### config.mk
export PLATFORM = sky130hd
export DESIGN_NAME = line_pixel_stepper_top_flat
export DESIGN_NICKNAME = d
export VERILOG_FILES = /design/src/design/lps_pkg.sv /design/src/design/lps_if.sv /design/src/design/lps_ctrl.sv /design/src/design/lps_dp.sv /design/src/design/line_pixel_stepper_top.sv /design/src/flat_wrapper.sv
export SDC_FILE = /design/constraint.sdc
export NUM_CORES = 1
export LEC_CHECK = 0
export ABC_AREA = 1
export BUFFER_PORTS_ARGS = -buffer_cell sky130_fd_sc_hd__buf_2
export CORE_MARGIN = 1.5
export CORE_UTILIZATION = 25
export CTS_CLUSTER_DIAMETER = 200
export DETAILED_ROUTE_END_ITERATION = 10
export SYNTH_ARGS = -nofsm -noshare
export SYNTH_HDL_FRONTEND = slang
export SYNTH_SLANG_ARGS = --single-unit
### constraint.sdc
create_clock -name clk -period 25.5 [get_ports clk]
set_clock_uncertainty 0.05 [all_clocks]
set_input_delay 2.55 -clock clk [delete_from_list [all_inputs] [get_ports clk]]
set_output_delay 2.55 -clock clk [all_outputs]
set_load 0.05 [all_outputs]
### src/design/lps_pkg.sv
// lps_pkg: shared constants, state encoding and controller/datapath link types
// for the line pixel stepper. no dependencies.

package lps_pkg;

  localparam int COORD_BITS_DEFAULT = 10;

  // request action codes
  localparam logic ACT_START = 1'b0;
  localparam logic ACT_STEP  = 1'b1;

  typedef enum logic {
    ST_IDLE,
    ST_WALK
  } lps_state_t;

  // controller to datapath
  typedef struct packed {
    logic load;
    logic step;
  } lps_cmd_t;

  // datapath to controller
  typedef struct packed {
    logic is_last;
  } lps_sts_t;

endpackage

### src/design/lps_if.sv
// lps_in_if / lps_out_if: valid-ready channels for line requests and pixels.
// depends on lps_pkg for the default coordinate width.

interface lps_in_if #(
  parameter int COORD_BITS = lps_pkg::COORD_BITS_DEFAULT
) ();
  logic                  valid;
  logic                  ready;
  logic                  action;
  logic [COORD_BITS-1:0] x_start;
  logic [COORD_BITS-1:0] y_start;
  logic [COORD_BITS-1:0] x_end;
  logic [COORD_BITS-1:0] y_end;

  modport source (output valid, action, x_start, y_start, x_end, y_end, input ready);
  modport sink   (input valid, action, x_start, y_start, x_end, y_end, output ready);
endinterface

interface lps_out_if #(
  parameter int COORD_BITS = lps_pkg::COORD_BITS_DEFAULT
) ();
  logic                  valid;
  logic                  ready;
  logic [COORD_BITS-1:0] pixel_x;
  logic [COORD_BITS-1:0] pixel_y;
  logic                  last;

  modport source (output valid, pixel_x, pixel_y, last, input ready);
  modport sink   (input valid, pixel_x, pixel_y, last, output ready);
endinterface

### src/design/lps_ctrl.sv
// lps_ctrl: line walk state machine, request handshake and output valid flag.
// depends on lps_pkg for state, command and status types.

module lps_ctrl (
  input  logic              clk,
  input  logic              rst_n,
  input  logic              in_valid,
  input  logic              in_action,
  output logic              in_ready,
  output logic              out_valid,
  input  logic              out_ready,
  output lps_pkg::lps_cmd_t cmd,
  input  lps_pkg::lps_sts_t sts
);

  lps_pkg::lps_state_t state_r, state_nxt;
  logic                out_valid_r, out_valid_nxt;
  logic                accept;

  // a request may enter whenever the output slot is free or being drained
  assign in_ready  = !out_valid_r || out_ready;
  assign accept    = in_valid && in_ready;
  assign out_valid = out_valid_r;

  always_comb begin
    state_nxt = state_r;
    unique case (state_r)
      lps_pkg::ST_IDLE: begin
        if (accept && in_action == lps_pkg::ACT_START) state_nxt = lps_pkg::ST_WALK;
      end
      lps_pkg::ST_WALK: begin
        if (accept && in_action == lps_pkg::ACT_START) begin
          state_nxt = lps_pkg::ST_WALK;
        end else if (accept && sts.is_last) begin
          state_nxt = lps_pkg::ST_IDLE;
        end
      end
      default: state_nxt = lps_pkg::ST_IDLE;
    endcase
  end

  always_comb begin
    cmd.load = 1'b0;
    cmd.step = 1'b0;
    unique case (state_r)
      lps_pkg::ST_IDLE: begin
        cmd.load = accept && in_action == lps_pkg::ACT_START;
      end
      lps_pkg::ST_WALK: begin
        cmd.load = accept && in_action == lps_pkg::ACT_START;
        cmd.step = accept && in_action == lps_pkg::ACT_STEP;
      end
      default: begin
        cmd.load = 1'b0;
        cmd.step = 1'b0;
      end
    endcase
  end

  always_comb begin
    if (cmd.step) begin
      out_valid_nxt = 1'b1;
    end else if (out_ready) begin
      out_valid_nxt = 1'b0;
    end else begin
      out_valid_nxt = out_valid_r;
    end
  end

  always_ff @(posedge clk) begin
    if (!rst_n) begin
      state_r     <= lps_pkg::ST_IDLE;
      out_valid_r <= 1'b0;
    end else begin
      state_r     <= state_nxt;
      out_valid_r <= out_valid_nxt;
    end
  end

  a_load_walks: assert property (@(posedge clk) disable iff (!rst_n)
    cmd.load |=> state_r == lps_pkg::ST_WALK)
    else $error("start request did not enter walk");

  a_last_idles: assert property (@(posedge clk) disable iff (!rst_n)
    cmd.step && sts.is_last |=> state_r == lps_pkg::ST_IDLE)
    else $error("final pixel did not end the line");

  a_step_fills: assert property (@(posedge clk) disable iff (!rst_n)
    cmd.step |=> out_valid_r)
    else $error("pixel step produced no output");

  a_stall_full: assert property (@(posedge clk) disable iff (!rst_n)
    !in_ready |-> out_valid_r)
    else $error("request stalled with empty output slot");

endmodule

### src/design/lps_dp.sv
// lps_dp: line setup, major/minor coordinate walk with rounding remainder,
// and the registered pixel output. depends on lps_pkg for command/status types.

module lps_dp #(
  parameter int COORD_BITS = lps_pkg::COORD_BITS_DEFAULT
) (
  input  logic                  clk,
  input  logic                  rst_n,
  input  lps_pkg::lps_cmd_t     cmd,
  output lps_pkg::lps_sts_t     sts,
  input  logic [COORD_BITS-1:0] x_start,
  input  logic [COORD_BITS-1:0] y_start,
  input  logic [COORD_BITS-1:0] x_end,
  input  logic [COORD_BITS-1:0] y_end,
  output logic [COORD_BITS-1:0] pixel_x,
  output logic [COORD_BITS-1:0] pixel_y,
  output logic                  last
);

  localparam int N = COORD_BITS;
  localparam int W = COORD_BITS + 3;

  logic                steep_r, steep_nxt;
  logic [N-1:0]        end_major_r, end_major_nxt;
  logic [N:0]          dmaj_r, dmaj_nxt;
  logic signed [N:0]   dmin_r, dmin_nxt;
  logic [N-1:0]        cur_major_r, cur_major_nxt;
  logic [N-1:0]        cur_minor_r, cur_minor_nxt;
  logic [N:0]          rem_r, rem_nxt;
  logic [N-1:0]        px_r, py_r;
  logic                last_r;

  // setup
  logic signed [W-1:0] dx, dy, adx, ady;
  logic                steep_in;
  logic [N-1:0]        a0, b0, a1, b1;
  logic [N-1:0]        ma0, mb0, ma1, mb1;

  // walk
  logic signed [W-1:0] sum, span;
  logic                is_last;

  assign dx  = $signed({3'b000, x_end}) - $signed({3'b000, x_start});
  assign dy  = $signed({3'b000, y_end}) - $signed({3'b000, y_start});
  assign adx = dx[W-1] ? -dx : dx;
  assign ady = dy[W-1] ? -dy : dy;
  // vertical, single point and slope of one all walk in y
  assign steep_in = (dx == '0) || !(ady < adx);

  always_comb begin
    if (steep_in) begin
      a0 = y_start; b0 = x_start; a1 = y_end; b1 = x_end;
    end else begin
      a0 = x_start; b0 = y_start; a1 = x_end; b1 = y_end;
    end
    if (a0 > a1) begin
      ma0 = a1; mb0 = b1; ma1 = a0; mb1 = b0;
    end else begin
      ma0 = a0; mb0 = b0; ma1 = a1; mb1 = b1;
    end
  end

  assign is_last     = cur_major_r == end_major_r;
  assign sts.is_last = is_last;

  assign sum  = $signed({2'b00, rem_r}) + $signed({dmin_r[N], dmin_r, 1'b0});
  assign span = $signed({1'b0, dmaj_r, 1'b0});

  always_comb begin
    steep_nxt     = steep_r;
    end_major_nxt = end_major_r;
    dmaj_nxt      = dmaj_r;
    dmin_nxt      = dmin_r;
    cur_major_nxt = cur_major_r;
    cur_minor_nxt = cur_minor_r;
    rem_nxt       = rem_r;
    if (cmd.load) begin
      steep_nxt     = steep_in;
      end_major_nxt = ma1;
      dmaj_nxt      = {1'b0, ma1} - {1'b0, ma0};
      dmin_nxt      = $signed({1'b0, mb1}) - $signed({1'b0, mb0});
      cur_major_nxt = ma0;
      cur_minor_nxt = mb0;
      rem_nxt       = {1'b0, ma1} - {1'b0, ma0};
    end else if (cmd.step && !is_last) begin
      cur_major_nxt = cur_major_r + 1'b1;
      // remainder moves by at most one span, one correction is enough
      if (sum >= span) begin
        rem_nxt       = (N+1)'(sum - span);
        cur_minor_nxt = cur_minor_r + 1'b1;
      end else if (sum < 0) begin
        rem_nxt       = (N+1)'(sum + span);
        cur_minor_nxt = cur_minor_r - 1'b1;
      end else begin
        rem_nxt = (N+1)'(sum);
      end
    end
  end

  always_ff @(posedge clk) begin
    if (!rst_n) begin
      steep_r     <= 1'b0;
      end_major_r <= '0;
      dmaj_r      <= '0;
      dmin_r      <= '0;
      cur_major_r <= '0;
      cur_minor_r <= '0;
      rem_r       <= '0;
    end else begin
      steep_r     <= steep_nxt;
      end_major_r <= end_major_nxt;
      dmaj_r      <= dmaj_nxt;
      dmin_r      <= dmin_nxt;
      cur_major_r <= cur_major_nxt;
      cur_minor_r <= cur_minor_nxt;
      rem_r       <= rem_nxt;
    end
  end

  always_ff @(posedge clk) begin
    if (cmd.step) begin
      px_r   <= steep_r ? cur_minor_r : cur_major_r;
      py_r   <= steep_r ? cur_major_r : cur_minor_r;
      last_r <= is_last;
    end
  end

  assign pixel_x = px_r;
  assign pixel_y = py_r;
  assign last    = last_r;

  a_rem_bound: assert property (@(posedge clk) disable iff (!rst_n)
    {1'b0, rem_r} <= {dmaj_r, 1'b0})
    else $error("rounding remainder out of range");

  a_major_bound: assert property (@(posedge clk) disable iff (!rst_n)
    cur_major_r <= end_major_r)
    else $error("walk passed the end of the line");

  a_minor_slope: assert property (@(posedge clk) disable iff (!rst_n)
    $signed({dmin_r[N], dmin_r}) <= $signed({1'b0, dmaj_r}) &&
    $signed({dmin_r[N], dmin_r}) >= -$signed({1'b0, dmaj_r}))
    else $error("minor delta exceeds major delta");

endmodule

### src/design/line_pixel_stepper_top.sv
// line pixel stepper: a start request latches the endpoints and gives no pixel;
// each step request in a walk gives the next pixel in the cycle after acceptance.
// throughput is one request per cycle unless the output stalls; each request moves
// the walk one major step by one add/compare/correct on the rounding remainder.
// a stalled output holds its pixel while one more request waits at the input.
// synchronous reset clears the walk state and the output valid; no line is active.
// depends on lps_pkg, lps_if, lps_ctrl and lps_dp

module line_pixel_stepper_top #(
  parameter int COORD_BITS = lps_pkg::COORD_BITS_DEFAULT
) (
  input logic        clk,
  input logic        rst_n,
  lps_in_if.sink     in_ch,
  lps_out_if.source  out_ch
);

  lps_pkg::lps_cmd_t cmd;
  lps_pkg::lps_sts_t sts;

  lps_ctrl u_ctrl (
    .clk       (clk),
    .rst_n     (rst_n),
    .in_valid  (in_ch.valid),
    .in_action (in_ch.action),
    .in_ready  (in_ch.ready),
    .out_valid (out_ch.valid),
    .out_ready (out_ch.ready),
    .cmd       (cmd),
    .sts       (sts)
  );

  lps_dp #(
    .COORD_BITS (COORD_BITS)
  ) u_dp (
    .clk     (clk),
    .rst_n   (rst_n),
    .cmd     (cmd),
    .sts     (sts),
    .x_start (in_ch.x_start),
    .y_start (in_ch.y_start),
    .x_end   (in_ch.x_end),
    .y_end   (in_ch.y_end),
    .pixel_x (out_ch.pixel_x),
    .pixel_y (out_ch.pixel_y),
    .last    (out_ch.last)
  );

endmodule
### src/flat_wrapper.sv
// flat-port wrapper written by rule: the top's interface ports become plain ports
module line_pixel_stepper_top_flat 
#(
  parameter int COORD_BITS = lps_pkg::COORD_BITS_DEFAULT
)
  (clk, rst_n, in_ch_valid, in_ch_action, in_ch_x_start, in_ch_y_start, in_ch_x_end, in_ch_y_end, in_ch_ready, out_ch_valid, out_ch_pixel_x, out_ch_pixel_y, out_ch_last, out_ch_ready);
  lps_in_if #(.COORD_BITS(COORD_BITS)) in_ch_i ();
  lps_out_if #(.COORD_BITS(COORD_BITS)) out_ch_i ();
  input logic clk;
  input logic rst_n;
  input wire logic [$bits(in_ch_i.valid)-1:0] in_ch_valid;
  input wire logic [$bits(in_ch_i.action)-1:0] in_ch_action;
  input wire logic [$bits(in_ch_i.x_start)-1:0] in_ch_x_start;
  input wire logic [$bits(in_ch_i.y_start)-1:0] in_ch_y_start;
  input wire logic [$bits(in_ch_i.x_end)-1:0] in_ch_x_end;
  input wire logic [$bits(in_ch_i.y_end)-1:0] in_ch_y_end;
  output wire logic [$bits(in_ch_i.ready)-1:0] in_ch_ready;
  output wire logic [$bits(out_ch_i.valid)-1:0] out_ch_valid;
  output wire logic [$bits(out_ch_i.pixel_x)-1:0] out_ch_pixel_x;
  output wire logic [$bits(out_ch_i.pixel_y)-1:0] out_ch_pixel_y;
  output wire logic [$bits(out_ch_i.last)-1:0] out_ch_last;
  input wire logic [$bits(out_ch_i.ready)-1:0] out_ch_ready;
  assign in_ch_i.valid = in_ch_valid;
  assign in_ch_i.action = in_ch_action;
  assign in_ch_i.x_start = in_ch_x_start;
  assign in_ch_i.y_start = in_ch_y_start;
  assign in_ch_i.x_end = in_ch_x_end;
  assign in_ch_i.y_end = in_ch_y_end;
  assign in_ch_ready = in_ch_i.ready;
  assign out_ch_valid = out_ch_i.valid;
  assign out_ch_pixel_x = out_ch_i.pixel_x;
  assign out_ch_pixel_y = out_ch_i.pixel_y;
  assign out_ch_last = out_ch_i.last;
  assign out_ch_i.ready = out_ch_ready;
  line_pixel_stepper_top #(.COORD_BITS(COORD_BITS)) u_core (.clk(clk), .rst_n(rst_n), .in_ch(in_ch_i), .out_ch(out_ch_i));
endmodule
=== Yosys cells after proc, flatten, opt, wreduce, memory -nomap -nowiden ===
Index checks and enable logic that the tools add are counted.

* Bits in registers: 87
* Logic and storage cells: 75
* Output and inout bits: 23

* Equal/unequal tests: 1
* Reduce and logical (&&, ||, !) cells: 15
* Bitwise operators: 2
* Magnitude comparators: 4
* Muxes and demuxes: 29
* Add/subtract/negate cells: 12

{| class="wikitable"
|+ Operators by type and width
! operator !! number
|-
| 10-bit 2-to-1 mux || 16
|-
| 11-bit 2-to-1 mux || 4
|-
| 10-bit by 10-bit subtractor with 11-bit output || 4
|-
| 13-bit 2-to-1 mux || 2
|-
| 10-bit by 1-bit adder with 10-bit output, second input constant || 2
|-
| 12-bit by 12-bit adder with 13-bit output || 1
|-
| 13-bit >= comparator || 1
|-
| 13-bit logical NOT || 1
|-
| 13-bit by 1-bit < comparator with 1-bit output, second input constant || 1
|-
| 13-bit < comparator || 1
|-
| 11-bit negation with 13-bit output || 1
|-
| 13-bit negation || 1
|-
| 11-bit adder || 1
|-
| 11-bit subtractor || 1
|-
| 10-bit == test || 1
|-
| 10-bit greater-than comparator || 1
|-
| 10-bit by 1-bit subtractor with 10-bit output, second input constant || 1
|-
| 1-bit 2-to-1 mux || 6
|-
| 1-bit logical AND || 5
|-
| 2-bit nonzero test || 2
|-
| 1-bit logical NOT || 3
|-
| 3-bit nonzero test || 1
|-
| 1-bit logical OR || 2
|-
| 1-bit inverter || 2
|-
| 2 further kinds || 2
|}

=== Depth between registers and ports, before layout ===
* Word-level depth: 11
* Mapped depth: 60
* Depth with buffers taken out: 53

=== Cells and area by module ===
Synthesis repeated with hierarchy kept, for this count alone.

* Cell total of the unflattened synthesis: 1403
* Area, all modules: 9059.9 µm²

{| class="wikitable"
|+ Modules (own cells, without submodules)
! module !! times used !! sequential area each (µm²) !! area each (µm²) !! cells each
|-
| lps_dp || 1 || 1911.8 || 8942.3 || 1386
|-
| lps_ctrl || 1 || 40.0 || 117.6 || 17
|}

=== Worst setup path after synthesis ===
Ideal clock, no wire load.

* Kind: input port to flip-flop
* From: input in_ch_y_end[0]
* To: register u_core.u_dp.dmin_r[8]
* Slack: 15.499 ns
* Path buffers: 7
* Setup time: 0.116 ns
* Arrival: 9.835 ns
* Stages on the path: 57
* Path through: inv_1 ha_1 inv_1 fa_1 a21oi_1 inv_1 a21oi_1 nor2_1 nor2_1 nor2_1 nor2_1 inv_1 a21oi_1 inv_1 nor2_1 xor2_1 ha_1 nand2_1 (+21 left out) nand2_4 nand2_4 buf_6 buf_6 buf_2 buf_2 o21ai_0 inv_1 fa_1 inv_1 a21o_1 a21oi_1 o21ai_0 nand3_1 a21oi_1 o21ai_0 o211ai_1 inv_1

* Word-level cells in the longest chain between the ends: 10
* Elaborated cells between the ends (all ways): 14
* Those cells by class: add/sub (3); order compare (2); mux (7); reduce/logical (2)

{| class="wikitable"
|+ RTL lines
! element !! RTL line !! source
|-
| start: declaration || flat_wrapper.sv:16 || <nowiki>input wire logic [$bits(in_ch_i.y_end)-1:0] in_ch_y_end;</nowiki>
|-
| 10-bit by 10-bit subtractor with 11-bit output || lps_dp.sv:44 || <nowiki>assign dy = $signed({3'b000, y_end}) - $signed({3'b000, y_start});</nowiki>
|-
| 11-bit negation with 13-bit output || lps_dp.sv:46 || <nowiki>assign ady = dy[W-1] ? -dy : dy;</nowiki>
|-
| 13-bit 2-to-1 mux || lps_dp.sv:46 ||
|-
| 13-bit < comparator || lps_dp.sv:48 || <nowiki>assign steep_in = (dx == '0) || !(ady < adx);</nowiki>
|-
| 1-bit logical NOT || lps_dp.sv:48 ||
|-
| 1-bit logical OR || lps_dp.sv:48 ||
|-
| 10-bit 2-to-1 mux || lps_dp.sv:51 || <nowiki>if (steep_in) begin</nowiki>
|-
| 10-bit greater-than comparator || lps_dp.sv:56 || <nowiki>if (a0 > a1) begin</nowiki>
|-
| 10-bit 2-to-1 mux || lps_dp.sv:56 ||
|-
| 10-bit by 10-bit subtractor with 11-bit output * || lps_dp.sv:81 || <nowiki>dmin_nxt = $signed({1'b0, mb1}) - $signed({1'b0, mb0});</nowiki>
|-
| end signal: assignment || lps_dp.sv:113 || <nowiki>dmin_r <= dmin_nxt;</nowiki>
|-
| end: declaration || lps_dp.sv:26 || <nowiki>logic signed [N:0] dmin_r, dmin_nxt;</nowiki>
|}

Mark *: on every way between the ends. The rest lies on a longest branch, timed or not.
A chain may end at the register's enable or synchronous reset.

=== Worst setup path in the final report ===
* From: input in_ch_y_start[3]
* To: register u_core.u_dp.dmin_r[8]

* Word-level cells in the longest chain between the ends: 10
* Elaborated cells between the ends (all ways): 14
* Those cells by class: add/sub (3); order compare (2); mux (7); reduce/logical (2)

{| class="wikitable"
|+ RTL lines
! element !! RTL line !! source
|-
| start: declaration || flat_wrapper.sv:14 || <nowiki>input wire logic [$bits(in_ch_i.y_start)-1:0] in_ch_y_start;</nowiki>
|-
| 10-bit by 10-bit subtractor with 11-bit output || lps_dp.sv:44 ||
|-
| 11-bit negation with 13-bit output || lps_dp.sv:46 ||
|-
| 13-bit 2-to-1 mux || lps_dp.sv:46 ||
|-
| 13-bit < comparator || lps_dp.sv:48 ||
|-
| 1-bit logical NOT || lps_dp.sv:48 ||
|-
| 1-bit logical OR || lps_dp.sv:48 ||
|-
| 10-bit 2-to-1 mux || lps_dp.sv:51 ||
|-
| 10-bit greater-than comparator || lps_dp.sv:56 ||
|-
| 10-bit 2-to-1 mux || lps_dp.sv:56 ||
|-
| 10-bit by 10-bit subtractor with 11-bit output * || lps_dp.sv:81 ||
|}

Marked as above.

==> out/metrics.cfg <==
[critical_path]
worst-path-stages=50
crit_start=in_ch_y_start[3]
r2r-end=u_core.u_dp.cur_minor_r[9]
reg2reg_slack_ns=19.14
r2r-start=u_core.u_dp.dmin_r[0]
cp_slowest_cell=inv_1
worst-path-buf-inv=9
cp.required_ns=25.69
crit_arrival_ns=11.05
startpoint_type=input pin
crit_family=compound AO/OA/AOI/OAI gates
cp_common_cell=inv_1
endpoint_kind=flip-flop
max_stage_delay_ns=0.63
critPathKind=input pin to flip-flop
path_max_fanout=66
reg2reg_depth=35

[logic_synthesis]
synth_enable_flop_cells=21
synth_top_area_share_pct=14.6
synth_seq_cells=87
syn_area_sq_um=9030
synthFlopType=dfxtp_1
yosys-top-cells-area=dfxtp_1 (15%), nand2_1 (14%), ha_1 (13%)
synth-adder-area-share_pct=14.3
yosys.area.top_type=dfxtp_1
synth-xor-area-share_pct=6.50
yosys_warnings=0
syn_area_per_cell_sq_um=6.50
async_reset_ff_share_pct=0
synth-compound-area-share_pct=20.0
synth_top_family_by_area=simple AND/OR/NAND/NOR gates
synth_cell_type_count=50
synth-simple-area-share_pct=26.7
netlist_instances=1389
seq_area_frac_synth_pct=21.6
synth_mux_area_share_pct=0

[global_route]
grtUsageTotal_pct=14.7
grt_pass1_vias=8300
antenna_found_initial=1
overflow=0
grt_pass1_wl_mm=43.1
grt_max_degree=67

[clock_tree]
post-cts-setup-buffer-count=0
clock-sinks=87
cts.reportedPaths.clkPinSlew_ns=0.06
post_cts_resized=0
htreeDepth=3
cts_tree=done
clock_latency_ns=0.35
cts_made_buffers=9
cts_buffer_depth=2
clockRootBuffer=clkbuf_16
hold_buffers=0

[run_status]
status=complete, no violations

[worst_hold_path]
hold_start=u_core.u_dp.dmaj_r[10]
hold_depth=2
hold_class=flip-flop to flip-flop
holdPathEnd=u_core.u_dp.dmaj_r[10]

[run]
max_cap_violations=0

[sta]
period_needed_ns=10.85
setup_tns_ns=0
slew_viol_final=0
report.final.hold_viol_count=0
slew-limit-headroom_pct=36.7
setup_violations=0
fin_ws_ns=14.65
fmax_mhz=92.1
fin_crit_sh_pct=42.6
worst_pin_slew_ns=0.947
rsz0062_at_grt=no
hold_slack_ns=0.420

[finish]
drive_above_1_share_pct=9.71
final_util_pct=28.5
nets=1581
final_cell_mix=nand2_1 (325), inv_1 (205), o21ai_0 (144), nor2_1 (92), ha_1 (92)
fin_area_sq_um=10100
area_growth_pct=12.3
mostFrequentLayoutCell=nand2_1

[pwr]
p_comb_share_pct=69.2
power.switching_w=0.000531
power_frac_seq_pct=17.5
ir_drop_mv=0.0403
switching_share_pct=52.3
clkPwrFrac_pct=13.4
p_int_w=0.000486
power.density_nw_per_um2=100
p_leak_nw=5.06

[floorplanning]
initial_utilization_pct=25.4
die_area_sq_um=37300
die_w_um=193
rows=69
io_pins=68
coreArea_sq_um=35600
die_y_um=193

[place]
place_congestion=0.876
dp_hpwl_mm=21.6
post_dp_cell_area_sq_um=9830
pre_cts_ws_ns=14.35
io_buffers=67

[routing]
first_pass_iters=6
viasPerCell=4.73
routed_wl_mm=26.8
num_vias=9014
remaining_drc_errors=0
routedWlPerCell_um=14.1
first_iter_violations=580
final_antenna_net_count=0

routing by layer:
layer	GRT usage (%)	vias to the layer above	wire length, um
met5	0	-	0
li1	-	4654	-
met4	4.02	0	442
met1	21.1	4114	13300
met2	23.0	219	11600
met3	1.74	27	1500
area by class of cell:
type | instances | area (sq um)
Antenna cell | 1 | 2.50
Fill cell | 3931 | 25400
Clock inverter | 6 | 67.6
Tap cell | 461 | 577
Clock buffer | 10 | 239
Timing Repair Buffer | 73 | 380
Inverter | 216 | 811
Multi-Input combinational cell | 1050 | 6110
Sequential cell | 87 | 1950
power groups by stage:
stage / registers, W / clock network, W / logic (W)
6_report: 0.000178 / 0.000136 / 0.000704
5_1_grt: 0.000180 / 0.000145 / 0.000799
4_1_cts: 0.000177 / 0.000139 / 0.000698
3_5_place_dp: 0.000180 / 0 / 0.000693
3_3_place_gp: 0.000180 / 0 / 0.000682
2_1_floorplan: 0.000178 / 0 / 0.000533
per-stage QoR:
step / total power [W] / std cells
after global placement: 0.000861 / 1887
after CTS: 0.00101 / 1903
final: 0.00102 / 1904
after global routing: 0.00112 / 1903
after detailed placement: 0.000873 / 1887
after floorplan: 0.000712 / 1391
state kept, by name, indices dropped and copies added (netlist names):
signal / flops
u_core.u_dp.dmin_r: 11
u_core.u_dp.last: 1
u_core.u_ctrl.out_valid: 1
u_core.u_ctrl.state_r: 1
u_core.u_dp.end_major_r: 10
u_core.u_dp.steep_r: 1
u_core.u_dp.dmaj_r: 11
u_core.u_dp.cur_minor_r: 10
u_core.u_dp.rem_r: 11
u_core.u_dp.pixel_x: 10
u_core.u_dp.cur_major_r: 10
u_core.u_dp.pixel_y: 10
worst max path at each step:
stage	to
2_1_floorplan	u_core.u_dp.dmin_r[8]
3_3_place_gp	u_core.u_dp.dmin_r[9]
3_5_place_dp	u_core.u_dp.dmin_r[8]
4_1_cts	u_core.u_dp.dmin_r[8]
5_1_grt	u_core.u_dp.dmin_r[8]
6_report	u_core.u_dp.dmin_r[8]
worst min-delay path: cells and delay by family (launching register included):
kind,cells,cell delay (ns)
DFF,1,0.31
AOI/OAI and AO/OA,1,0.05
and+or+nand+nor,1,0.06
synthesized netlist by cell type, types with 7 or more instances:
cell type and count:
edfxtp_1 21, inv_1 206, o21a_1 7, a21oi_1 90, inv_2 9, or2_2 9, ha_1 92, o211ai_1 8
nand2_2 12, xor2_1 46, nand3_1 81, nand2_1 325, o21bai_1 18, nor2_1 93, a31oi_1 10, fa_1 7
dfxtp_1 66, nor3_1 11, o21ai_1 14, clkbuf_1 30, xnor2_1 21, o21ai_0 144
logic make-up (layout without fill, tap and decap cells):
group           after synthesis  count (layout)
fa+ha+maj                    99              99
simple gates                559             559
compound gates              321             321
xor+xnor                     67              67
flops                        87              87
buf+inv                     254             305
other cells                   2               5
(Power assumes the default switching activity.)
